[config.mk]
export PLATFORM = sky130hd
export DESIGN_NAME = line_height_block_equalizer_core
export DESIGN_NICKNAME = d
export VERILOG_FILES = /design/src/rtl/lhbe_pkg.sv /design/src/rtl/lhbe_front.sv /design/src/rtl/lhbe_queue.sv /design/src/rtl/lhbe_back.sv /design/src/rtl/line_height_block_equalizer_core.sv
export SDC_FILE = /design/constraint.sdc
export NUM_CORES = 1
export LEC_CHECK = 0
export CORE_ASPECT_RATIO = 2
export CORE_MARGIN = 2
export CORE_UTILIZATION = 48
export CTS_BUF_LIST = sky130_fd_sc_hd__clkbuf_4 sky130_fd_sc_hd__clkbuf_8
export DETAILED_ROUTE_END_ITERATION = 8
export DONT_BUFFER_PORTS = 1
export PLACE_DENSITY_LB_ADDON = 0.25
export REMOVE_ABC_BUFFERS = 1
export SYNTH_ARGS = -nofsm -noshare
export SYNTH_HDL_FRONTEND = slang
export SYNTH_SLANG_ARGS = --single-unit
[constraint.sdc]
create_clock -name clock -period 10.3 [get_ports clock]
set_clock_uncertainty 0.2 [all_clocks]
set_input_delay 3.09 -clock clock [delete_from_list [all_inputs] [get_ports clock]]
set_output_delay 3.09 -clock clock [all_outputs]
set_load 0.05 [all_outputs]
[src/rtl/lhbe_pkg.sv]
// lhbe_pkg: shared widths, limits and the burst command type
// used by the front classifier, the command queue and the result expander
// no dependencies
package lhbe_pkg;

   localparam int MAX_LINES   = 64;
   localparam int HEIGHT_W    = 16;
   localparam int LEN_W       = 7;
   localparam int IDX_W       = 6;
   localparam int QUEUE_DEPTH = 4;
   localparam int QPTR_W      = 2;
   localparam int QCNT_W      = 3;

   // one burst: a closed block, then optionally the list's final block
   typedef struct packed {
      logic [HEIGHT_W-1:0] max1;
      logic [LEN_W-1:0]    len1;
      logic [HEIGHT_W-1:0] max2;
      logic [LEN_W-1:0]    len2;
      logic [IDX_W-1:0]    start_idx;
      logic                final_list;
      logic                ovf;
   } cmd_type;

endpackage

[src/rtl/lhbe_front.sv]
// lhbe_front: takes line heights, tracks the open block and emits burst commands
// depends on lhbe_pkg
module lhbe_front
   import lhbe_pkg::*;
(
   input  logic                clock,
   input  logic                reset,
   input  logic                accept,
   input  logic [HEIGHT_W-1:0] height,
   input  logic                last,
   output logic                cmd_push,
   output cmd_type             cmd
);

   logic [HEIGHT_W-1:0] prev_ff, prev_in;
   logic [HEIGHT_W-1:0] bmin_ff, bmin_in;
   logic [HEIGHT_W-1:0] bmax_ff, bmax_in;
   logic [LEN_W-1:0]    blen_ff, blen_in;
   logic [LEN_W-1:0]    ecnt_ff, ecnt_in;
   logic [LEN_W-1:0]    llen_ff, llen_in;
   logic                started_ff, started_in;
   logic                dropped_ff, dropped_in;

   logic [HEIGHT_W-1:0] seg1_max;
   logic [LEN_W-1:0]    seg1_len;
   logic                split;

   // height outside [ref/2, 2*ref]
   function automatic logic out_of_band(input logic [HEIGHT_W-1:0] h,
                                        input logic [HEIGHT_W-1:0] r);
      logic [HEIGHT_W:0] h2;
      logic [HEIGHT_W:0] r2;
      h2 = {h, 1'b0};
      r2 = {r, 1'b0};
      return ({1'b0, h} > r2) || (h2 < {1'b0, r});
   endfunction

   // classification and next block state
   always_comb begin
      prev_in    = prev_ff;
      bmin_in    = bmin_ff;
      bmax_in    = bmax_ff;
      blen_in    = blen_ff;
      ecnt_in    = ecnt_ff;
      llen_in    = llen_ff;
      started_in = started_ff;
      dropped_in = dropped_ff;
      seg1_max   = bmax_ff;
      seg1_len   = '0;
      split      = out_of_band(height, prev_ff) ||
                   ((bmin_ff != '0) && out_of_band(height, bmin_ff));
      cmd        = '0;

      if (!started_ff) begin
         started_in = 1'b1;
         bmin_in    = height;
         bmax_in    = height;
         blen_in    = LEN_W'(1);
         prev_in    = height;
         llen_in    = LEN_W'(1);
      end else if (llen_ff >= LEN_W'(MAX_LINES)) begin
         dropped_in = 1'b1;
      end else begin
         if (split) begin
            seg1_len = blen_ff;
            ecnt_in  = ecnt_ff + blen_ff;
            bmin_in  = height;
            bmax_in  = height;
            blen_in  = LEN_W'(1);
         end else begin
            if (height < bmin_ff) bmin_in = height;
            if (height > bmax_ff) bmax_in = height;
            blen_in = blen_ff + LEN_W'(1);
         end
         prev_in = height;
         llen_in = llen_ff + LEN_W'(1);
      end

      cmd.max1       = seg1_max;
      cmd.len1       = seg1_len;
      cmd.start_idx  = ecnt_ff[IDX_W-1:0];
      cmd.max2       = bmax_in;

      // end of list: flush the open block and return to the reset state
      if (last) begin
         cmd.len2       = blen_in;
         cmd.final_list = 1'b1;
         cmd.ovf        = dropped_in;
         prev_in    = '0;
         bmin_in    = '0;
         bmax_in    = '0;
         blen_in    = '0;
         ecnt_in    = '0;
         llen_in    = '0;
         started_in = 1'b0;
         dropped_in = 1'b0;
      end

      cmd_push = accept && ((seg1_len != '0) || last);
   end

   // block state registers
   always_ff @(posedge clock) begin
      if (reset) begin
         prev_ff    <= '0;
         bmin_ff    <= '0;
         bmax_ff    <= '0;
         blen_ff    <= '0;
         ecnt_ff    <= '0;
         llen_ff    <= '0;
         started_ff <= 1'b0;
         dropped_ff <= 1'b0;
      end else if (accept) begin
         prev_ff    <= prev_in;
         bmin_ff    <= bmin_in;
         bmax_ff    <= bmax_in;
         blen_ff    <= blen_in;
         ecnt_ff    <= ecnt_in;
         llen_ff    <= llen_in;
         started_ff <= started_in;
         dropped_ff <= dropped_in;
      end
   end

endmodule

[src/rtl/lhbe_queue.sv]
// lhbe_queue: short command queue between the front and the result expander
// depends on lhbe_pkg
module lhbe_queue
   import lhbe_pkg::*;
(
   input  logic    clock,
   input  logic    reset,
   input  logic    wr_en,
   input  cmd_type wr_data,
   input  logic    rd_en,
   output cmd_type rd_data,
   output logic    full,
   output logic    empty
);

   cmd_type             mem_ff [QUEUE_DEPTH];
   logic [QPTR_W-1:0]   wr_ptr_ff;
   logic [QPTR_W-1:0]   rd_ptr_ff;
   logic [QCNT_W-1:0]   count_ff, count_in;

   assign full    = (count_ff == QCNT_W'(QUEUE_DEPTH));
   assign empty   = (count_ff == '0);
   assign rd_data = mem_ff[rd_ptr_ff];

   // occupancy
   always_comb begin
      count_in = count_ff;
      case ({wr_en, rd_en})
         2'b10:   count_in = count_ff + QCNT_W'(1);
         2'b01:   count_in = count_ff - QCNT_W'(1);
         default: count_in = count_ff;
      endcase
   end

   // pointers
   always_ff @(posedge clock) begin
      if (reset) begin
         wr_ptr_ff <= '0;
         rd_ptr_ff <= '0;
         count_ff  <= '0;
      end else begin
         if (wr_en) wr_ptr_ff <= wr_ptr_ff + QPTR_W'(1);
         if (rd_en) rd_ptr_ff <= rd_ptr_ff + QPTR_W'(1);
         count_ff <= count_in;
      end
   end

   // storage
   always_ff @(posedge clock) begin
      if (wr_en) mem_ff[wr_ptr_ff] <= wr_data;
   end

endmodule

[src/rtl/lhbe_back.sv]
// lhbe_back: expands burst commands into one result per line, with an output register
// depends on lhbe_pkg
module lhbe_back
   import lhbe_pkg::*;
(
   input  logic                clock,
   input  logic                reset,
   input  logic                q_empty,
   input  cmd_type             q_data,
   output logic                q_pop,
   input  logic                pop,
   output logic                empty,
   output logic [HEIGHT_W-1:0] new_height,
   output logic [IDX_W-1:0]    line_index,
   output logic                last_res,
   output logic                overflow
);

   logic                busy_ff, busy_in;
   logic [HEIGHT_W-1:0] max1_ff, max2_ff;
   logic [LEN_W-1:0]    rem1_ff, rem1_in;
   logic [LEN_W-1:0]    rem2_ff, rem2_in;
   logic [IDX_W-1:0]    idx_ff, idx_in;
   logic                final_ff, ovf_ff;
   logic                out_valid_ff, out_valid_in;
   logic [HEIGHT_W-1:0] out_height_ff;
   logic [IDX_W-1:0]    out_idx_ff;
   logic                out_last_ff, out_ovf_ff;
   logic                take;
   logic                last_one;

   assign q_pop      = !busy_ff && !q_empty;
   assign take       = busy_ff && (!out_valid_ff || pop);
   assign last_one   = ((rem1_ff == '0) && (rem2_ff == LEN_W'(1))) ||
                       ((rem1_ff == LEN_W'(1)) && (rem2_ff == '0));
   assign empty      = !out_valid_ff;
   assign new_height = out_height_ff;
   assign line_index = out_idx_ff;
   assign last_res   = out_last_ff;
   assign overflow   = out_ovf_ff;

   // burst counters
   always_comb begin
      rem1_in      = rem1_ff;
      rem2_in      = rem2_ff;
      idx_in       = idx_ff;
      busy_in      = busy_ff;
      out_valid_in = out_valid_ff;
      if (take) begin
         if (rem1_ff != '0) rem1_in = rem1_ff - LEN_W'(1);
         else               rem2_in = rem2_ff - LEN_W'(1);
         idx_in       = idx_ff + IDX_W'(1);
         busy_in      = !last_one;
         out_valid_in = 1'b1;
      end else if (pop) begin
         out_valid_in = 1'b0;
      end
   end

   // control registers
   always_ff @(posedge clock) begin
      if (reset) begin
         busy_ff      <= 1'b0;
         out_valid_ff <= 1'b0;
      end else begin
         out_valid_ff <= out_valid_in;
         busy_ff      <= q_pop ? 1'b1 : busy_in;
      end
   end

   // command and result registers
   always_ff @(posedge clock) begin
      if (q_pop) begin
         max1_ff  <= q_data.max1;
         rem1_ff  <= q_data.len1;
         max2_ff  <= q_data.max2;
         rem2_ff  <= q_data.len2;
         idx_ff   <= q_data.start_idx;
         final_ff <= q_data.final_list;
         ovf_ff   <= q_data.ovf;
      end else begin
         rem1_ff <= rem1_in;
         rem2_ff <= rem2_in;
         idx_ff  <= idx_in;
      end
      if (take) begin
         out_height_ff <= (rem1_ff != '0) ? max1_ff : max2_ff;
         out_idx_ff    <= idx_ff;
         out_last_ff   <= final_ff && last_one;
         out_ovf_ff    <= final_ff && last_one && ovf_ff;
      end
   end

`ifndef SYNTH
   a_busy_has_work: assert property (@(posedge clock) disable iff (reset)
      busy_ff |-> ((rem1_ff != '0) || (rem2_ff != '0)))
      else $error("expander busy with no lines left");
   a_ovf_on_final: assert property (@(posedge clock) disable iff (reset)
      (out_valid_ff && out_ovf_ff) |-> out_last_ff)
      else $error("overflow flagged on a non-final result");
   a_burst_ends: assert property (@(posedge clock) disable iff (reset)
      (take && last_one) |=> !busy_ff)
      else $error("expander still busy after last line of burst");
`endif

endmodule

[src/rtl/line_height_block_equalizer_core.sv]
// line_height_block_equalizer_core: top level, front classifier, command queue, expander
// depends on lhbe_pkg, lhbe_front, lhbe_queue, lhbe_back

// Line heights enter one per cycle through push/full while the four-entry
// command queue has room; the front decides block splits in the same cycle
// and queues at most one burst command per height. The expander sends one
// result per cycle through empty/pop while pop is held, pausing between
// bursts as it loads its next command. Heights past MAX_LINES (64) in a
// list are dropped and flagged by overflow on the list's final result,
// which also carries last_res.
module line_height_block_equalizer_core
   import lhbe_pkg::*;
(
   input  logic                clock,
   input  logic                reset,
   input  logic                push,
   output logic                full,
   input  logic [HEIGHT_W-1:0] req_height,
   input  logic                req_last,
   output logic                empty,
   input  logic                pop,
   output logic [HEIGHT_W-1:0] rsp_new_height,
   output logic [IDX_W-1:0]    rsp_line_index,
   output logic                rsp_last_res,
   output logic                rsp_overflow
);

   logic    accept;
   logic    cmd_push;
   cmd_type cmd;
   cmd_type q_data;
   logic    q_pop;
   logic    q_full;
   logic    q_empty;

   assign full   = q_full;
   assign accept = push && !q_full;

   // height classification
   lhbe_front u_front (
      .clock    (clock),
      .reset    (reset),
      .accept   (accept),
      .height   (req_height),
      .last     (req_last),
      .cmd_push (cmd_push),
      .cmd      (cmd)
   );

   // burst command queue
   lhbe_queue u_queue (
      .clock   (clock),
      .reset   (reset),
      .wr_en   (cmd_push),
      .wr_data (cmd),
      .rd_en   (q_pop),
      .rd_data (q_data),
      .full    (q_full),
      .empty   (q_empty)
   );

   // result expansion
   lhbe_back u_back (
      .clock      (clock),
      .reset      (reset),
      .q_empty    (q_empty),
      .q_data     (q_data),
      .q_pop      (q_pop),
      .pop        (pop),
      .empty      (empty),
      .new_height (rsp_new_height),
      .line_index (rsp_line_index),
      .last_res   (rsp_last_res),
      .overflow   (rsp_overflow)
   );

endmodule

==> impl_metrics.py, run 1 <==
metrics = {
    "status": {
        "status": "complete, no violations",
    },
    "synth": {
        "ys_seq_area_share_pct": 60.5,
        "synth_edf_count": 294,
        "netlist_area_um2": 17300,
        "yosys.cell_types.count": 74,
        "yosysWarnings": 0,
        "synth_cells": 1249,
        "ys.flop_type": "edfxtp_1",
        "ys_ff_latch": 375,
        "synthArstFlopShare_pct": 0,
        "syn_avg_cell_area_um2": 13.8,
    },
    "pwr": {
        "p_per_area_nw_per_um2": 220,
        "p_int_w": 0.00288,
        "swShare_pct": 30.1,
        "seqPwrFrac_pct": 52.5,
        "power.switching_w": 0.00124,
        "leakagePower_nw": 6.38,
        "irDropWorstVdd_mv": 0.127,
        "combPwrFrac_pct": 19.0,
        "power_w": 0.00412,
        "clockPowerShare_pct": 28.5,
    },
    "global_routing": {
        "overflow": 0,
        "first_global_vias": 10800,
        "antenna_found_initial": 1,
        "grt_max_degree": 94,
        "grtUsageTotal_pct": 19.9,
        "grt_pass1_wl_um": 59200,
    },
    "detailed_routing": {
        "vias": 10200,
        "antenna_left": 0,
        "post_drt_via_cell_ratio": 5.83,
        "dr.pass1.iters": 5,
        "wl_um": 36800,
        "route.detailed.wl_per_inst_um": 21.0,
        "drcViolationCount": 0,
        "first_iter_violations": 571,
    },
    "cells_and_area": {
        "area_growth_pct": 8.50,
        "nets": 1388,
        "drive_gt1_share_pct": 16.8,
    },
    "place": {
        "portBuffers": 0,
        "gp_congestion": 0.869,
        "dp.final_hpwl_um": 24600,
    },
    "clocking": {
        "htreeDepth": 2,
        "insertion_delay_ns": 0.60,
        "clk_path_buf_depth": 3,
        "postCtsSetupRepairBufs": 0,
        "hold_buffers": 0,
        "ctsResizeCount": 0,
        "root_buffer": "clkbuf_8",
        "cts_sinks": 375,
        "clk_pin_slew_ns": 0.06,
        "cts_tree": "yes",
        "cts_inserted_buffers": 50,
    },
    "floorplanning": {
        "die_y_um": 272,
        "row_count": 98,
        "start_util_pct": 48.6,
        "dieArea_um2": 37600,
        "coreArea_um2": 35600,
        "ioPinCount": 47,
        "die_width_um": 138,
    },
    "hold_path": {
        "holdPathStages": 0,
        "min_from": "u_back.idx_ff[5]",
        "min_path_type": "register to register",
    },
    "timing": {
        "fmax_mhz": 156,
        "slew_headroom_pct": 17.1,
        "setup_viol": 0,
        "hold_viol_final": 0,
        "rsz0062_at_grt": "false",
        "slew_violations": 0,
        "tightest_slew_ns": 1.24,
        "period_share_pct": 62.2,
        "tns_ns": 0,
        "min_period_ns": 6.41,
    },
    "critical_path": {
        "setup.worst_path.start_class": "input port",
        "crit_type": "input port to register",
        "r2r-start": "u_front.bmin_ff[14]",
        "slowest_delay_ns": 0.57,
        "reg2regPathDepth": 11,
        "critPathLaunch": "req_height[13]",
        "slowest_stage": "o41ai_4",
        "required_ns": 10.33,
        "worstPathArrival_ns": 6.44,
        "path_cells": "ha_1 -> a21o_1 -> a211o_1 -> a211oi_1 -> o211ai_1 -> o211ai_4 -> nor2_4 -> o41ai_4 -> and2_2 -> buf_4",
        "endpoint_kind": "register",
        "ff2ff_setup_slack_ns": 5.93,
        "path_max_fanout": 35,
    },
    "job": {
        "cap_violations": 0,
    },
}
-- path summary, 6_finish.rpt --
check	endpoint
worst min-delay path	u_back.line_index[5]
worst max register to register	u_queue.mem_ff[1][16]
worst min register to register	u_back.line_index[5]
worst max-delay path	u_queue.mem_ff[1][16]
-- worst max-delay path, delay by kind of cell --
kind | cells | cell delay [ns]
AOI/OAI and AO/OA | 6 | 1.68
adders and majority gates | 1 | 0.30
buffers and inverters | 1 | 0.55
and+or+nand+nor | 2 | 0.75
-- placed cells by master, fill, tap and decap left out, drive strengths merged, types with 5 or more instances in the layout --
cell / n
a21o: 21
a21oi: 71
a31oi: 11
and2: 13
and3: 7
buf: 12
clkbuf: 65
clkinv: 18
dfxtp: 81
edfxtp: 294
ha: 109
inv: 68
mux2: 33
mux4: 54
nand2: 79
nand2b: 8
nand3: 23
nand3b: 16
nand4: 11
nor2: 73
nor2b: 10
nor3: 14
nor3b: 5
nor4: 11
o211ai: 14
o21ai: 51
o31ai: 17
or3: 9
or4: 18
xnor2: 14
xor2: 11
-- cells in the mapped netlist (all sizes together), types with 11 or more instances --
cell	count	area (um^2)
xor2	11	96.3
xnor2	14	123
nand4	11	68.8
edfxtp	294	8830
nand3	23	115
mux4	54	1220
nor4	11	75.1
clkbuf	38	144
and2	13	83.8
ha	109	1360
o211ai	14	119
nor2	73	289
nand3b	16	120
nor3	14	70.1
or4	18	135
o21ai	51	255
a31oi	11	68.8
nand2	79	297
mux2	33	375
inv	66	248
dfxtp	81	1620
buf	19	109
a21oi	71	355
a21o	21	158
o31ai	17	196
-- state kept, by name, summed over array words and instances (netlist names), 6 cells and up, named ones only --
register / count
u_back.max2_ff: 16
u_back.rem2_ff: 7
u_back.idx_ff: 6
u_front.bmin_ff: 16
u_back.new_height: 16
u_back.max1_ff: 16
u_front.blen_ff: 7
u_front.bmax_ff: 16
u_front.prev_ff: 16
u_front.llen_ff: 7
u_back.line_index: 6
u_front.ecnt_ff: 6
u_queue.mem_ff: 216
u_back.rem1_ff: 7
-- layer usage --
layer / GRT usage [%] / wire length [um] / vias up
met4: 8.46 / 1450 / 0
li1: - / - / 4766
met5: 0 / 0 / -
met2: 38.5 / 20400 / 227
met1: 21.4 / 13600 / 5106
met3: 2.73 / 1290 / 83
-- per-stage QoR --
step                      area [um^2]  instances  utilization (%)  hold WS [ns]  setup WS, ns
after floorplan                 17000       1192                -         0.249          3.33
after global placement          17700       1654             49.7         0.264          3.27
after detailed placement        17700       1654             49.7         0.266          3.21
after CTS                       18700       1745             52.7         0.282          3.86
after global routing            18700       1746             52.7         0.294          3.72
final                           18700       1746             52.7         0.276          3.89
-- power by group through the flow --
stage               Clock (W)  Combinational (W)  Sequential [W]
floorplan                   0           0.000582         0.00217
global placement            0           0.000772         0.00219
detailed placement          0           0.000791         0.00220
CTS                   0.00121           0.000796         0.00217
global route          0.00127           0.000882         0.00219
finish                0.00117           0.000781         0.00216
-- cells by family after synthesis --
family	synth area share [%]
and+or+nand+nor	9.36
DFF	60.5
xor gates and xnor gates	1.27
AOI/OAI and AO/OA	8.44
muxes	9.39
buffers and inverters	2.92
adders and majority gates	8.13
-- layout make-up --
cell class | count | area, um^2
fillers | 2975 | 16800
flip-flops and latches | 375 | 10500
multi-input cells | 750 | 6320
clock buffers | 65 | 807
well taps | 450 | 563
inverters | 67 | 251
clock inverters | 26 | 245
repair buffers | 12 | 90.1
diodes | 1 | 2.50
Note: power is estimated with default switching activity, not from simulation.
==> run 2: changes to the inputs <==
==> constraint.sdc (replaced) <==
create_clock -name clock -period 5.92 [get_ports clock]
set_clock_uncertainty 0.2 [all_clocks]
set_input_delay 1.776 -clock clock [delete_from_list [all_inputs] [get_ports clock]]
set_output_delay 1.776 -clock clock [all_outputs]
set_load 0.05 [all_outputs]
==> impl_metrics.py, run 2 (synthesis gave the netlist of run 1 again) <==
metrics = {
    "status": {
        "status": "complete, no violations",
    },
    "critical_path": {
        "crit_cells": 15,
        "crit_type": "input port to register",
        "critPathLaunch": "req_height[1]",
        "slowest_stage": "o41ai_4",
        "endpoint_kind": "register",
        "path_cells": "ha_1 -> o21ai_0 -> a21oi_1 -> o31ai_1 -> a21oi_1 -> a21boi_4 -> nor2_4 -> o41ai_4 -> inv_1 -> ha_1 -> inv_1 -> fa_1 -> xor2_1 -> or3_1 -> a21oi_1",
        "ff2ff_setup_slack_ns": 1.93,
        "required_ns": 6.22,
        "slowest_delay_ns": 0.56,
        "crit_family": "compound AO/OA/AOI/OAI gates",
        "path_buf_inv": 2,
        "worstPathArrival_ns": 5.04,
        "endpoint": "u_queue.count_ff[2]",
        "setup.worst_path.start_class": "input port",
        "reg2regPathDepth": 16,
        "r2r-end": "u_queue.count_ff[2]",
        "r2r-start": "u_front.bmin_ff[11]",
        "crit_top_cell": "a21oi_1",
        "path_max_fanout": 7,
    },
    "timing": {
        "slew_headroom_pct": 21.2,
        "tns_ns": 0,
        "slew_violations": 0,
        "setup_viol": 0,
        "min_period_ns": 4.74,
        "fmax_mhz": 211,
        "tightest_slew_ns": 1.18,
        "period_share_pct": 80.0,
        "rsz0062_at_grt": "false",
        "hold_viol_final": 0,
    },
    "hold_path": {
        "min_path_type": "register to register",
    },
    "cells_and_area": {
        "nets": 1401,
        "largest_register_ffs": 216,
        "layout_common_cells": "edfxtp_1 (294), ha_1 (109), nand2_1 (79), dfxtp_1 (79), nor2_1 (71)",
        "area_growth_pct": 10.3,
        "regMostFlops": "u_queue.mem_ff",
        "drive_gt1_share_pct": 17.8,
        "layout_commonest_cell": "edfxtp_1",
    },
    "global_routing": {
        "grt_max_degree": 94,
        "grt_pass1_wl_um": 58300,
        "antenna_found_initial": 1,
        "first_global_vias": 10600,
        "overflow": 0,
        "grtUsageTotal_pct": 19.8,
    },
    "pwr": {
        "irDropWorstVdd_mv": 0.287,
        "power_w": 0.00740,
        "leakagePower_nw": 6.52,
        "p_per_area_nw_per_um2": 389,
    },
    "clocking": {
        "cts_sinks": 375,
        "clk_path_buf_depth": 3,
        "insertion_delay_ns": 0.58,
        "htreeDepth": 2,
        "clk_pin_slew_ns": 0.07,
        "cts_inserted_buffers": 50,
        "ctsResizeCount": 0,
        "cts_tree": "yes",
        "postCtsSetupRepairBufs": 0,
        "root_buffer": "clkbuf_8",
        "hold_buffers": 0,
    },
    "floorplanning": {
        "dieArea_um2": 37600,
        "row_count": 98,
        "die_y_um": 272,
        "die_width_um": 138,
        "coreArea_um2": 35600,
        "ioPinCount": 47,
        "start_util_pct": 48.6,
    },
    "detailed_routing": {
        "antenna_left": 0,
        "vias": 10200,
        "drcViolationCount": 0,
        "route.detailed.wl_per_inst_um": 20.9,
        "post_drt_via_cell_ratio": 5.77,
        "wl_um": 36800,
        "first_iter_violations": 563,
        "dr.pass1.iters": 4,
    },
    "place": {
        "dp.final_hpwl_um": 25500,
        "gp_congestion": 0.840,
        "portBuffers": 0,
    },
    "job": {
        "cap_violations": 0,
    },
}
==> run 2: cell types whose count changed in the layout (fill, tap and decap cells not counted), sizes merged <==
cell    previous run  this run
buf               12        25
bufinv             4         9
clkbuf            65        62
inv               68        67
==> run 2: layout make-up <==
class	count	area (um^2)
clock buffer	62	797
antenna	1	2.50
inverter	67	251
tap	450	563
sequential	375	10500
timing repair buffer	25	275
clock inverter	30	383
multi-input combinational	750	6330
fill	2946	16500
==> run 2: power by group <==
part | leakage [nW] | switching (W) | internal (W)
logic | 2.53 | 0.000818 | 0.000575
clock network | 0.607 | 0.000971 | 0.00129
registers | 3.38 | 0.000378 | 0.00337
==> run 2: metrics by stage <==
step	worst slack (ns)	hold slack (ns)	utilization [%]	area (um^2)	cells
detailed placement	0.583	0.265	50.3	17900	1667
global route	0.977	0.288	53.6	19100	1760
global placement	0.600	0.262	50.3	17900	1667
floorplan	0.265	0.249	-	17000	1192
finish	1.18	0.273	53.6	19100	1760
CTS	1.19	0.272	53.6	19100	1759
==> run 2: worst min path at each step <==
stage | startpoint | endpoint | cells after the start
finish | u_back.idx_ff[5] | u_back.line_index[5] | 0
global route | u_back.idx_ff[5] | u_back.line_index[5] | 0
CTS | u_back.idx_ff[5] | u_back.line_index[5] | 0
detailed placement | u_back.idx_ff[5] | u_back.line_index[5] | 0
global placement | u_back.idx_ff[5] | u_back.line_index[5] | 0
floorplan | u_back.busy_ff | u_back.out_valid_ff | 2
==> run 2: per-layer routing <==
layer / global-route usage [%] / share of wire [%] / routed length, um / up-vias
li1: - / - / - / 4795
met1: 21.5 / 37 / 13700 / 5083
met2: 37.7 / 55 / 20300 / 198
met3: 2.71 / 3.2 / 1200 / 82
met4: 9.48 / 4.6 / 1690 / 0
met5: 0 / 0 / 0 / -
